## src/hw/rtl/mtep_pkg.sv

```systemverilog
// Shared types and constants of the MIDI track event parser.
// Used by mtep_decode and midi_track_event_parser_unit; depends on nothing.
`default_nettype none

package mtep_pkg;

    localparam int ABS_TIME_BITS_DEF = 32;
    localparam int DELTA_BITS        = 28;
    localparam int PARAM_BYTES       = 5;

    // status and meta type codes
    localparam logic [7:0] META_STATUS  = 8'hFF;
    localparam logic [7:0] META_PREFIX  = 8'h20;
    localparam logic [7:0] META_EOT     = 8'h2F;
    localparam logic [7:0] META_TEMPO   = 8'h51;
    localparam logic [7:0] META_SMPTE   = 8'h54;
    localparam logic [7:0] META_TIMESIG = 8'h58;
    localparam logic [7:0] META_KEYSIG  = 8'h59;
    localparam logic [7:0] TEXT_TYPE_LO = 8'h01;
    localparam logic [7:0] TEXT_TYPE_HI = 8'h0F;
    localparam logic [3:0] CH_STATUS_LO = 4'h8;
    localparam logic [3:0] CH_STATUS_HI = 4'hE;
    localparam logic [3:0] CH_PROGRAM   = 4'hC;
    localparam logic [3:0] CH_CHANPRESS = 4'hD;
    localparam logic [2:0] DELTA_MAX_BYTES = 3'd4;

    typedef enum logic [7:0] {
        PH_DELTA  = 8'b0000_0001,
        PH_STATUS = 8'b0000_0010,
        PH_CHDATA = 8'b0000_0100,
        PH_MTYPE  = 8'b0000_1000,
        PH_MLEN   = 8'b0001_0000,
        PH_MDATA  = 8'b0010_0000,
        PH_TEXT   = 8'b0100_0000,
        PH_SKIP   = 8'b1000_0000
    } phase_t;

    typedef enum logic [3:0] {
        KIND_NOTEOFF   = 4'd0,
        KIND_NOTEON    = 4'd1,
        KIND_KEYPRESS  = 4'd2,
        KIND_CONTROL   = 4'd3,
        KIND_PROGRAM   = 4'd4,
        KIND_CHANPRESS = 4'd5,
        KIND_PITCH     = 4'd6,
        KIND_TEXTHDR   = 4'd7,
        KIND_TEXTBYTE  = 4'd8,
        KIND_PREFIX    = 4'd9,
        KIND_EOT       = 4'd10,
        KIND_TEMPO     = 4'd11,
        KIND_SMPTE     = 4'd12,
        KIND_TIMESIG   = 4'd13,
        KIND_KEYSIG    = 4'd14,
        KIND_ERROR     = 4'd15
    } kind_t;

    typedef struct packed {
        phase_t                           phase;
        logic [DELTA_BITS-1:0]            delta_accum;
        logic [2:0]                       delta_bytes;
        logic [7:0]                       status_hold;
        logic [7:0]                       meta_type;
        logic [7:0]                       meta_length;
        logic [7:0]                       byte_count;
        logic [PARAM_BYTES-1:0][7:0]      params;
    } parse_state_t;

    typedef struct packed {
        kind_t                 kind;
        logic [3:0]            channel;
        logic [DELTA_BITS-1:0] delta_time;
        logic [31:0]           abs_time;
        logic [7:0]            byte_a;
        logic [7:0]            byte_b;
        logic [7:0]            byte_c;
        logic [7:0]            byte_d;
        logic [7:0]            byte_e;
        logic                  text_last;
    } record_t;

    localparam parse_state_t PARSE_STATE_RESET = '{
        phase:       PH_DELTA,
        delta_accum: '0,
        delta_bytes: '0,
        status_hold: '0,
        meta_type:   '0,
        meta_length: '0,
        byte_count:  '0,
        params:      '0
    };

endpackage

`default_nettype wire

```

## src/hw/rtl/mtep_decode.sv

```systemverilog
// Per-word next-state and record logic of the MIDI track event parser.
// Purely combinational; depends on mtep_pkg.
`default_nettype none

module mtep_decode #(
    parameter int ABS_TIME_BITS = mtep_pkg::ABS_TIME_BITS_DEF
) (
    input  wire logic [7:0]               data_byte,
    input  wire logic                     track_start,
    input  wire mtep_pkg::parse_state_t   state_cur,
    input  wire logic [ABS_TIME_BITS-1:0] time_cur,
    output mtep_pkg::parse_state_t        state_next,
    output logic [ABS_TIME_BITS-1:0]      time_next,
    output logic                          rec_valid,
    output mtep_pkg::record_t             rec
);

    mtep_pkg::parse_state_t                  cur;
    logic [ABS_TIME_BITS-1:0]                tcur;
    logic [ABS_TIME_BITS+31:0]               t_ext;
    logic [mtep_pkg::DELTA_BITS-1:0]         accum_new;
    logic [2:0]                              bytes_inc;
    logic [7:0]                              cnt_inc;
    logic [ABS_TIME_BITS+mtep_pkg::DELTA_BITS-1:0] sum_ext;
    logic [3:0]                              hi_in;
    logic [3:0]                              hi_held;
    logic                                    one_data;
    logic                                    is_text;
    logic [mtep_pkg::PARAM_BYTES-1:0][7:0]   p_upd;

    function automatic mtep_pkg::parse_state_t next_event(input mtep_pkg::parse_state_t s);
        mtep_pkg::parse_state_t r;
        r             = s;
        r.phase       = mtep_pkg::PH_DELTA;
        r.delta_accum = '0;
        r.delta_bytes = '0;
        r.byte_count  = '0;
        return r;
    endfunction

    function automatic logic meta_len_ok(input logic [7:0] t, input logic [7:0] len);
        logic ok;
        case (t)
            mtep_pkg::META_PREFIX:  ok = (len == 8'd1);
            mtep_pkg::META_EOT:     ok = (len == 8'd0);
            mtep_pkg::META_TEMPO:   ok = (len == 8'd3);
            mtep_pkg::META_SMPTE:   ok = (len == 8'd5);
            mtep_pkg::META_TIMESIG: ok = (len == 8'd4);
            mtep_pkg::META_KEYSIG:  ok = (len == 8'd2);
            default:                ok = 1'b0;
        endcase
        return ok;
    endfunction

    // fills kind and parameter bytes of a meta record; other fields kept
    function automatic mtep_pkg::record_t meta_fill(
        input mtep_pkg::record_t r_in,
        input logic [7:0] t,
        input logic [mtep_pkg::PARAM_BYTES-1:0][7:0] p
    );
        mtep_pkg::record_t r;
        r = r_in;
        case (t)
            mtep_pkg::META_PREFIX: begin
                r.kind   = mtep_pkg::KIND_PREFIX;
                r.byte_a = p[0];
            end
            mtep_pkg::META_EOT: begin
                r.kind = mtep_pkg::KIND_EOT;
            end
            mtep_pkg::META_TEMPO: begin
                r.kind   = mtep_pkg::KIND_TEMPO;
                r.byte_a = p[0];
                r.byte_b = p[1];
                r.byte_c = p[2];
            end
            mtep_pkg::META_SMPTE: begin
                r.kind   = mtep_pkg::KIND_SMPTE;
                r.byte_a = p[0];
                r.byte_b = p[1];
                r.byte_c = p[2];
                r.byte_d = p[3];
                r.byte_e = p[4];
            end
            mtep_pkg::META_TIMESIG: begin
                r.kind   = mtep_pkg::KIND_TIMESIG;
                r.byte_a = p[0];
                r.byte_b = p[1];
                r.byte_c = p[2];
                r.byte_d = p[3];
            end
            default: begin
                r.kind   = mtep_pkg::KIND_KEYSIG;
                r.byte_a = p[0];
                r.byte_b = p[1];
            end
        endcase
        return r;
    endfunction

    always_comb begin
        // track start clears everything before this word is parsed
        cur  = track_start ? mtep_pkg::PARSE_STATE_RESET : state_cur;
        tcur = track_start ? '0 : time_cur;

        t_ext     = {32'b0, tcur};
        accum_new = {cur.delta_accum[mtep_pkg::DELTA_BITS-8:0], data_byte[6:0]};
        bytes_inc = cur.delta_bytes + 3'd1;
        cnt_inc   = cur.byte_count + 8'd1;
        sum_ext   = {{mtep_pkg::DELTA_BITS{1'b0}}, tcur}
                  + {{ABS_TIME_BITS{1'b0}}, accum_new};
        hi_in     = data_byte[7:4];
        hi_held   = cur.status_hold[7:4];
        one_data  = (hi_held == mtep_pkg::CH_PROGRAM) || (hi_held == mtep_pkg::CH_CHANPRESS);
        is_text   = (cur.meta_type >= mtep_pkg::TEXT_TYPE_LO)
                 && (cur.meta_type <= mtep_pkg::TEXT_TYPE_HI);

        state_next = cur;
        time_next  = tcur;
        rec_valid  = 1'b0;
        rec            = '0;
        rec.delta_time = cur.delta_accum;
        rec.abs_time   = t_ext[31:0];
        p_upd          = cur.params;

        case (cur.phase)
            mtep_pkg::PH_DELTA: begin
                state_next.delta_accum = accum_new;
                state_next.delta_bytes = bytes_inc;
                if (!data_byte[7] || bytes_inc >= mtep_pkg::DELTA_MAX_BYTES) begin
                    time_next        = sum_ext[ABS_TIME_BITS-1:0];
                    state_next.phase = mtep_pkg::PH_STATUS;
                end
            end
            mtep_pkg::PH_STATUS: begin
                if (data_byte == mtep_pkg::META_STATUS) begin
                    state_next.phase = mtep_pkg::PH_MTYPE;
                end else if (hi_in >= mtep_pkg::CH_STATUS_LO
                             && hi_in <= mtep_pkg::CH_STATUS_HI) begin
                    state_next.status_hold = data_byte;
                    state_next.byte_count  = '0;
                    state_next.phase       = mtep_pkg::PH_CHDATA;
                end else begin
                    // running status, SysEx and system messages
                    rec_valid  = 1'b1;
                    rec.kind   = mtep_pkg::KIND_ERROR;
                    rec.byte_a = data_byte;
                    state_next = next_event(cur);
                end
            end
            mtep_pkg::PH_CHDATA: begin
                p_upd[{2'b00, cur.byte_count[0]}] = data_byte;
                state_next.params        = p_upd;
                state_next.byte_count    = cnt_inc;
                if (one_data || cnt_inc >= 8'd2) begin
                    rec_valid   = 1'b1;
                    rec.kind    = mtep_pkg::kind_t'({1'b0, hi_held[2:0]});
                    rec.channel = cur.status_hold[3:0];
                    rec.byte_a  = p_upd[0];
                    rec.byte_b  = one_data ? 8'd0 : p_upd[1];
                    state_next  = next_event(state_next);
                end
            end
            mtep_pkg::PH_MTYPE: begin
                state_next.meta_type = data_byte;
                state_next.phase     = mtep_pkg::PH_MLEN;
            end
            mtep_pkg::PH_MLEN: begin
                state_next.meta_length = data_byte;
                state_next.byte_count  = '0;
                if (is_text) begin
                    rec_valid  = 1'b1;
                    rec.kind   = mtep_pkg::KIND_TEXTHDR;
                    rec.byte_a = cur.meta_type;
                    rec.byte_b = data_byte;
                    if (data_byte == 8'd0) begin
                        state_next = next_event(state_next);
                    end else begin
                        state_next.phase = mtep_pkg::PH_TEXT;
                    end
                end else if (meta_len_ok(cur.meta_type, data_byte)) begin
                    if (data_byte == 8'd0) begin
                        rec_valid  = 1'b1;
                        rec        = meta_fill(rec, cur.meta_type, cur.params);
                        state_next = next_event(state_next);
                    end else begin
                        state_next.phase = mtep_pkg::PH_MDATA;
                    end
                end else if (data_byte == 8'd0) begin
                    state_next = next_event(state_next);
                end else begin
                    state_next.phase = mtep_pkg::PH_SKIP;
                end
            end
            mtep_pkg::PH_MDATA: begin
                // length was checked, so the count stays below five here
                if (cur.byte_count < 8'(mtep_pkg::PARAM_BYTES)) begin
                    p_upd[cur.byte_count[2:0]] = data_byte;
                end
                state_next.params     = p_upd;
                state_next.byte_count = cnt_inc;
                if (cnt_inc >= cur.meta_length) begin
                    rec_valid  = 1'b1;
                    rec        = meta_fill(rec, cur.meta_type, p_upd);
                    state_next = next_event(state_next);
                end
            end
            mtep_pkg::PH_TEXT: begin
                state_next.byte_count = cnt_inc;
                rec_valid             = 1'b1;
                rec.kind              = mtep_pkg::KIND_TEXTBYTE;
                rec.byte_a            = data_byte;
                if (cnt_inc >= cur.meta_length) begin
                    rec.text_last = 1'b1;
                    state_next    = next_event(state_next);
                end
            end
            mtep_pkg::PH_SKIP: begin
                state_next.byte_count = cnt_inc;
                if (cnt_inc >= cur.meta_length) begin
                    state_next = next_event(state_next);
                end
            end
            default: begin
                state_next = next_event(cur);
            end
        endcase
    end

endmodule

`default_nettype wire

```

## src/hw/rtl/midi_track_event_parser_unit.sv

```systemverilog
// MIDI track event parser: takes one track chunk byte per word on s_ and
// gives at most one event record per byte on m_. A byte is accepted in every
// cycle while the result register is free or being drained; its record, if
// any, shows on m_ in the cycle after acceptance. The rate is one byte per
// cycle while m_ does not stall, since mtep_decode forms the next parser
// state combinationally. s_track_start clears the parser and the absolute
// time before its byte is parsed. Depends on mtep_pkg and mtep_decode.
`default_nettype none

module midi_track_event_parser_unit #(
    parameter int ABS_TIME_BITS = mtep_pkg::ABS_TIME_BITS_DEF
) (
    input  wire logic        aclk,
    input  wire logic        aresetn,

    input  wire logic        s_valid,
    output logic             s_ready,
    input  wire logic [7:0]  s_data_byte,
    input  wire logic        s_track_start,

    output logic             m_valid,
    input  wire logic        m_ready,
    output logic [3:0]       m_kind,
    output logic [3:0]       m_channel,
    output logic [27:0]      m_delta_time,
    output logic [31:0]      m_abs_time,
    output logic [7:0]       m_byte_a,
    output logic [7:0]       m_byte_b,
    output logic [7:0]       m_byte_c,
    output logic [7:0]       m_byte_d,
    output logic [7:0]       m_byte_e,
    output logic             m_text_last
);

    mtep_pkg::parse_state_t    state_reg, state_next;
    logic [ABS_TIME_BITS-1:0]  time_reg, time_next;
    logic                      rec_valid;
    mtep_pkg::record_t         rec, rec_reg;
    logic                      m_valid_reg;
    logic                      accept;

    assign s_ready = !m_valid_reg || m_ready;
    assign accept  = s_valid && s_ready;

    mtep_decode #(
        .ABS_TIME_BITS(ABS_TIME_BITS)
    ) u_decode (
        .data_byte  (s_data_byte),
        .track_start(s_track_start),
        .state_cur  (state_reg),
        .time_cur   (time_reg),
        .state_next (state_next),
        .time_next  (time_next),
        .rec_valid  (rec_valid),
        .rec        (rec)
    );

    always_ff @(posedge aclk) begin
        if (!aresetn) begin
            state_reg   <= mtep_pkg::PARSE_STATE_RESET;
            time_reg    <= '0;
            m_valid_reg <= 1'b0;
        end else begin
            if (accept) begin
                state_reg <= state_next;
                time_reg  <= time_next;
            end
            if (s_ready) begin
                m_valid_reg <= accept && rec_valid;
            end
        end
    end

    always_ff @(posedge aclk) begin
        if (accept && rec_valid) begin
            rec_reg <= rec;
        end
    end

    assign m_valid      = m_valid_reg;
    assign m_kind       = rec_reg.kind;
    assign m_channel    = rec_reg.channel;
    assign m_delta_time = rec_reg.delta_time;
    assign m_abs_time   = rec_reg.abs_time;
    assign m_byte_a     = rec_reg.byte_a;
    assign m_byte_b     = rec_reg.byte_b;
    assign m_byte_c     = rec_reg.byte_c;
    assign m_byte_d     = rec_reg.byte_d;
    assign m_byte_e     = rec_reg.byte_e;
    assign m_text_last  = rec_reg.text_last;

    // a delta never spans more than four bytes
    a_delta_bytes: assert property (@(posedge aclk) disable iff (!aresetn)
        state_reg.delta_bytes <= mtep_pkg::DELTA_MAX_BYTES)
        else $error("delta byte count out of range");

    // inside a text event there is always at least one byte to come
    a_text_pending: assert property (@(posedge aclk) disable iff (!aresetn)
        (state_reg.phase == mtep_pkg::PH_TEXT)
        |-> (state_reg.byte_count < state_reg.meta_length))
        else $error("text phase with no bytes left");

    // a produced record shows up on the result port next cycle
    a_record_out: assert property (@(posedge aclk) disable iff (!aresetn)
        (accept && rec_valid) |=> (m_valid && m_kind == $past(rec.kind)))
        else $error("record lost in result register");

    // the last text byte closes the event
    a_text_close: assert property (@(posedge aclk) disable iff (!aresetn)
        (accept && rec_valid && rec.text_last)
        |=> (state_reg.phase == mtep_pkg::PH_DELTA && state_reg.byte_count == 8'd0))
        else $error("text event not closed after last byte");

endmodule

`default_nettype wire
```

## config.mk

```make
export PLATFORM = sky130hd
export DESIGN_NAME = midi_track_event_parser_unit
export DESIGN_NICKNAME = d
export VERILOG_FILES = /design/src/hw/rtl/mtep_pkg.sv /design/src/hw/rtl/mtep_decode.sv /design/src/hw/rtl/midi_track_event_parser_unit.sv
export SDC_FILE = /design/constraint.sdc
export NUM_CORES = 1
export LEC_CHECK = 0
export BUFFER_PORTS_ARGS = -buffer_cell sky130_fd_sc_hd__buf_2
export CAP_MARGIN = 25
export CELL_PAD_IN_SITES_DETAIL_PLACEMENT = 1
export CELL_PAD_IN_SITES_GLOBAL_PLACEMENT = 1
export CORE_MARGIN = 5
export CORE_UTILIZATION = 30
export CTS_BUF_LIST = sky130_fd_sc_hd__clkbuf_2 sky130_fd_sc_hd__clkbuf_4 sky130_fd_sc_hd__clkbuf_8
export CTS_CLUSTER_SIZE = 10
export DETAILED_ROUTE_END_ITERATION = 10
export GPL_ROUTABILITY_DRIVEN = 0
export PLACE_DENSITY_LB_ADDON = 0.15
export SKIP_LAST_GASP = 1
export SLEW_MARGIN = 20
export SYNTH_ARGS = -nofsm -noshare
export SYNTH_HDL_FRONTEND = slang
export SYNTH_SLANG_ARGS = --single-unit
```

## constraint.sdc

```tcl
create_clock -name aclk -period 30.2 [get_ports aclk]
set_input_delay 6.04 -clock aclk [delete_from_list [all_inputs] [get_ports aclk]]
set_output_delay 6.04 -clock aclk [all_outputs]
set_load 0.05 [all_outputs]
```

==> results.ini <==
[clock_network]
cts.clk_slew.worst_paths_ns=0.05
cts_resized=0
cts.sinks=253
cts_root_buffer=clkbuf_8
cts_tree=done
postCtsSetupBuffers=0
cts_buffers=47
h-tree-depth=2
cts_hold_repair.buffers=0
max-clock-path-buffers=3
clock_latency_ns=0.63

[sta]
period_needed_ns=12.60
setup_viol=0
worst_pin_slew_ns=0.946
finalCritPeriodShare=0.417
hold_viol=0
rsz0062_at_grt=no
maxSlewViolCount=0
hold_ws_ns=0.446
skew_ns=0.0532
max_freq_mhz=79.4
maxSlewHeadroom=0.364
setup_ws_ns=17.60
finalSetupTns_ns=0

[final_layout]
insertedDiodeCount=0
finalNetCount=1529
fillers=4811
finalNonFillerCells=2051
largest_reg_flops=111
regArea_um2=6160
drive_above_1_share=0.161
area_growth_pct=17.0
multiInputGateArea_um2=6210

[synth]
synth.avg_cell_area_um2=9.25
synth.lib_cells_used.distinct=72
syn_area_um2=12700
synthArstFlopShare=0
yosys_warnings=0
syn_nets=1429
ys_ff_latch=253
ys.flop_type=dfxtp_1
postSynthCellCount=1375
synth-edff-count=109
seq_area_frac_synth=0.484

[setup_path]
r2r-start=state_reg[40]
start_kind=primary input
crit_type=primary input to primary output
critical_path_arrival_ns=6.56
path_max_fanout=3
cp-end-kind=primary output
required_ns=24.16
cp-startpoint=m_ready

[power_and_ir_drop]
p_per_area_nw_per_um2=50.1
intPower_w=0.000561
ir_worst_vdd_v=0.0000287
power_frac_seq=0.480
p_leak_nw=5.39
clkPwrFrac=0.470
switching_share=0.247
power_frac_comb=0.050
total_power_w=0.000745
p_switching_w=0.000184

[detailed_routing]
drc=0
viasPerCell=5.33
drt_wl_total_um=42600
drt_iter0_markers=667
drtAntennaViolNets=0
wire_per_inst_um=20.8
via_count=10939
drtPass1Iterations=5

[placement]
io_buffers=123
dp_slack_ns=17.59
dp.cells=1964
hpwl_um=27900

[die]
core_um2=41900
initial_core_util=0.303
die_h_um=216
dieArea_um2=46600
io_pins=124
num_rows=75
die_w_um=216

[status]
outcome=finished, final reports clean

[grt]
grt_max_degree=75
grt_first_pass_wirelength_um=66800
grt_pass1_vias=11403
gr-total-overflow=0
antenna_found_initial=0
grtUsageTotal=0.178

[min_path]
worstHoldStart=time_reg[27]
hold_path.class=flop to flop

[job]
drv_cap=0

synthesized netlist by cell type, types with 33 or more instances:
library cell,count,area share
nor2_1,176,0.052
dfxtp_1,144,0.23
a21oi_1,128,0.050
edfxtp_1,109,0.26
nand2_1,99,0.029
nor2b_1,73,0.036
clkbuf_1,71,0.021
a22oi_1,62,0.037
o21ai_0,53,0.021
nor3_1,50,0.020
ha_1,40,0.039
a22o_1,33,0.023
cells by family (layout without fill, tap and decap cells):
kind of cell             Yosys count  after routing  share of synthesized area
AND/OR/NAND/NOR                  527            527                      0.206
AO/OA/AOI/OAI                    401            401                      0.206
flip-flops                       253            253                      0.484
buffers and inverters            114            251                     0.0349
adder cells (fa/ha/maj)           41             41                     0.0409
XOR/XNOR                          30             30                     0.0207
multiplexers                       9              9                    0.00708
metrics by stage:
step | utilization | cell area, um^2
final | 0.355 | 14900
after floorplan | - | 12700
after global routing | 0.355 | 14900
after CTS | 0.354 | 14900
after detailed placement | 0.331 | 13900
after global placement | 0.331 | 13900
final timing paths:
| kind | cells after the start | slack (ns) | endpoint |
|---|---|---|---|
| min reg2reg | 2 | 0.45 | time_reg[27] |
| max reg2reg | 17 | 24.46 | m_abs_time[18] |
| max | 4 | 17.60 | s_ready |
| min | 2 | 0.45 | time_reg[27] |
worst max-delay path, cell delays in order:
cell and delay (ns):
buf_2 0.09, nor2b_1 0.13, inv_1 0.08, buf_2 0.21
layer usage:
metal | global-route usage | part of all wire | wire length, um
met4 | 0.0380 | 0.014 | 578
met1 | 0.239 | 0.47 | 19900
met5 | 0 | 0 | 0
met2 | 0.300 | 0.48 | 20400
met3 | 0.0334 | 0.041 | 1750
power groups by stage:
stage,sequential [W],combinational [W],clock [W]
finish,0.000357,0.0000369,0.000350
global route,0.000357,0.0000403,0.000379
CTS,0.000357,0.0000373,0.000364
detailed placement,0.000365,0.0000371,0
global placement,0.000365,0.0000368,0
floorplan,0.000364,0.0000228,0
area by class of cell:
class / count / share of cell area
multi-input combinational: 1008 / 0.418
clock inverter: 13 / 0.00690
sequential: 253 / 0.414
tap: 539 / 0.0453
inverter: 24 / 0.00606
timing repair buffer: 141 / 0.0506
clock buffer: 73 / 0.0596
layout by cell type (no fill, tap or decap), types with 5 or more instances in the layout:
cell        n
buf_4      19
clkbuf_4   19
nor2_1    175
and3_1     20
a31oi_1    24
a211oi_1    9
clkbuf_8   54
ha_1       40
mux2i_1     9
a22o_1     33
clkinv_1    6
xnor2_1    15
buf_2     122
nor2b_1    73
o21ai_0    52
nor3b_1    26
o21a_1      7
dfxtp_1   144
o31ai_1    13
nand3_1    24
a21o_1     16
o211ai_1    6
nand2b_1    6
and2_1     10
nor3_1     49
nor4_1      5
clkinv_2    5
a222oi_1    8
o22ai_1     9
or3_1       6
nand2_1    99
a22oi_1    62
xor2_1     15
a21oi_1   128
inv_1      21
edfxtp_1  109
No activity file was read; power rests on OpenSTA's default activity.
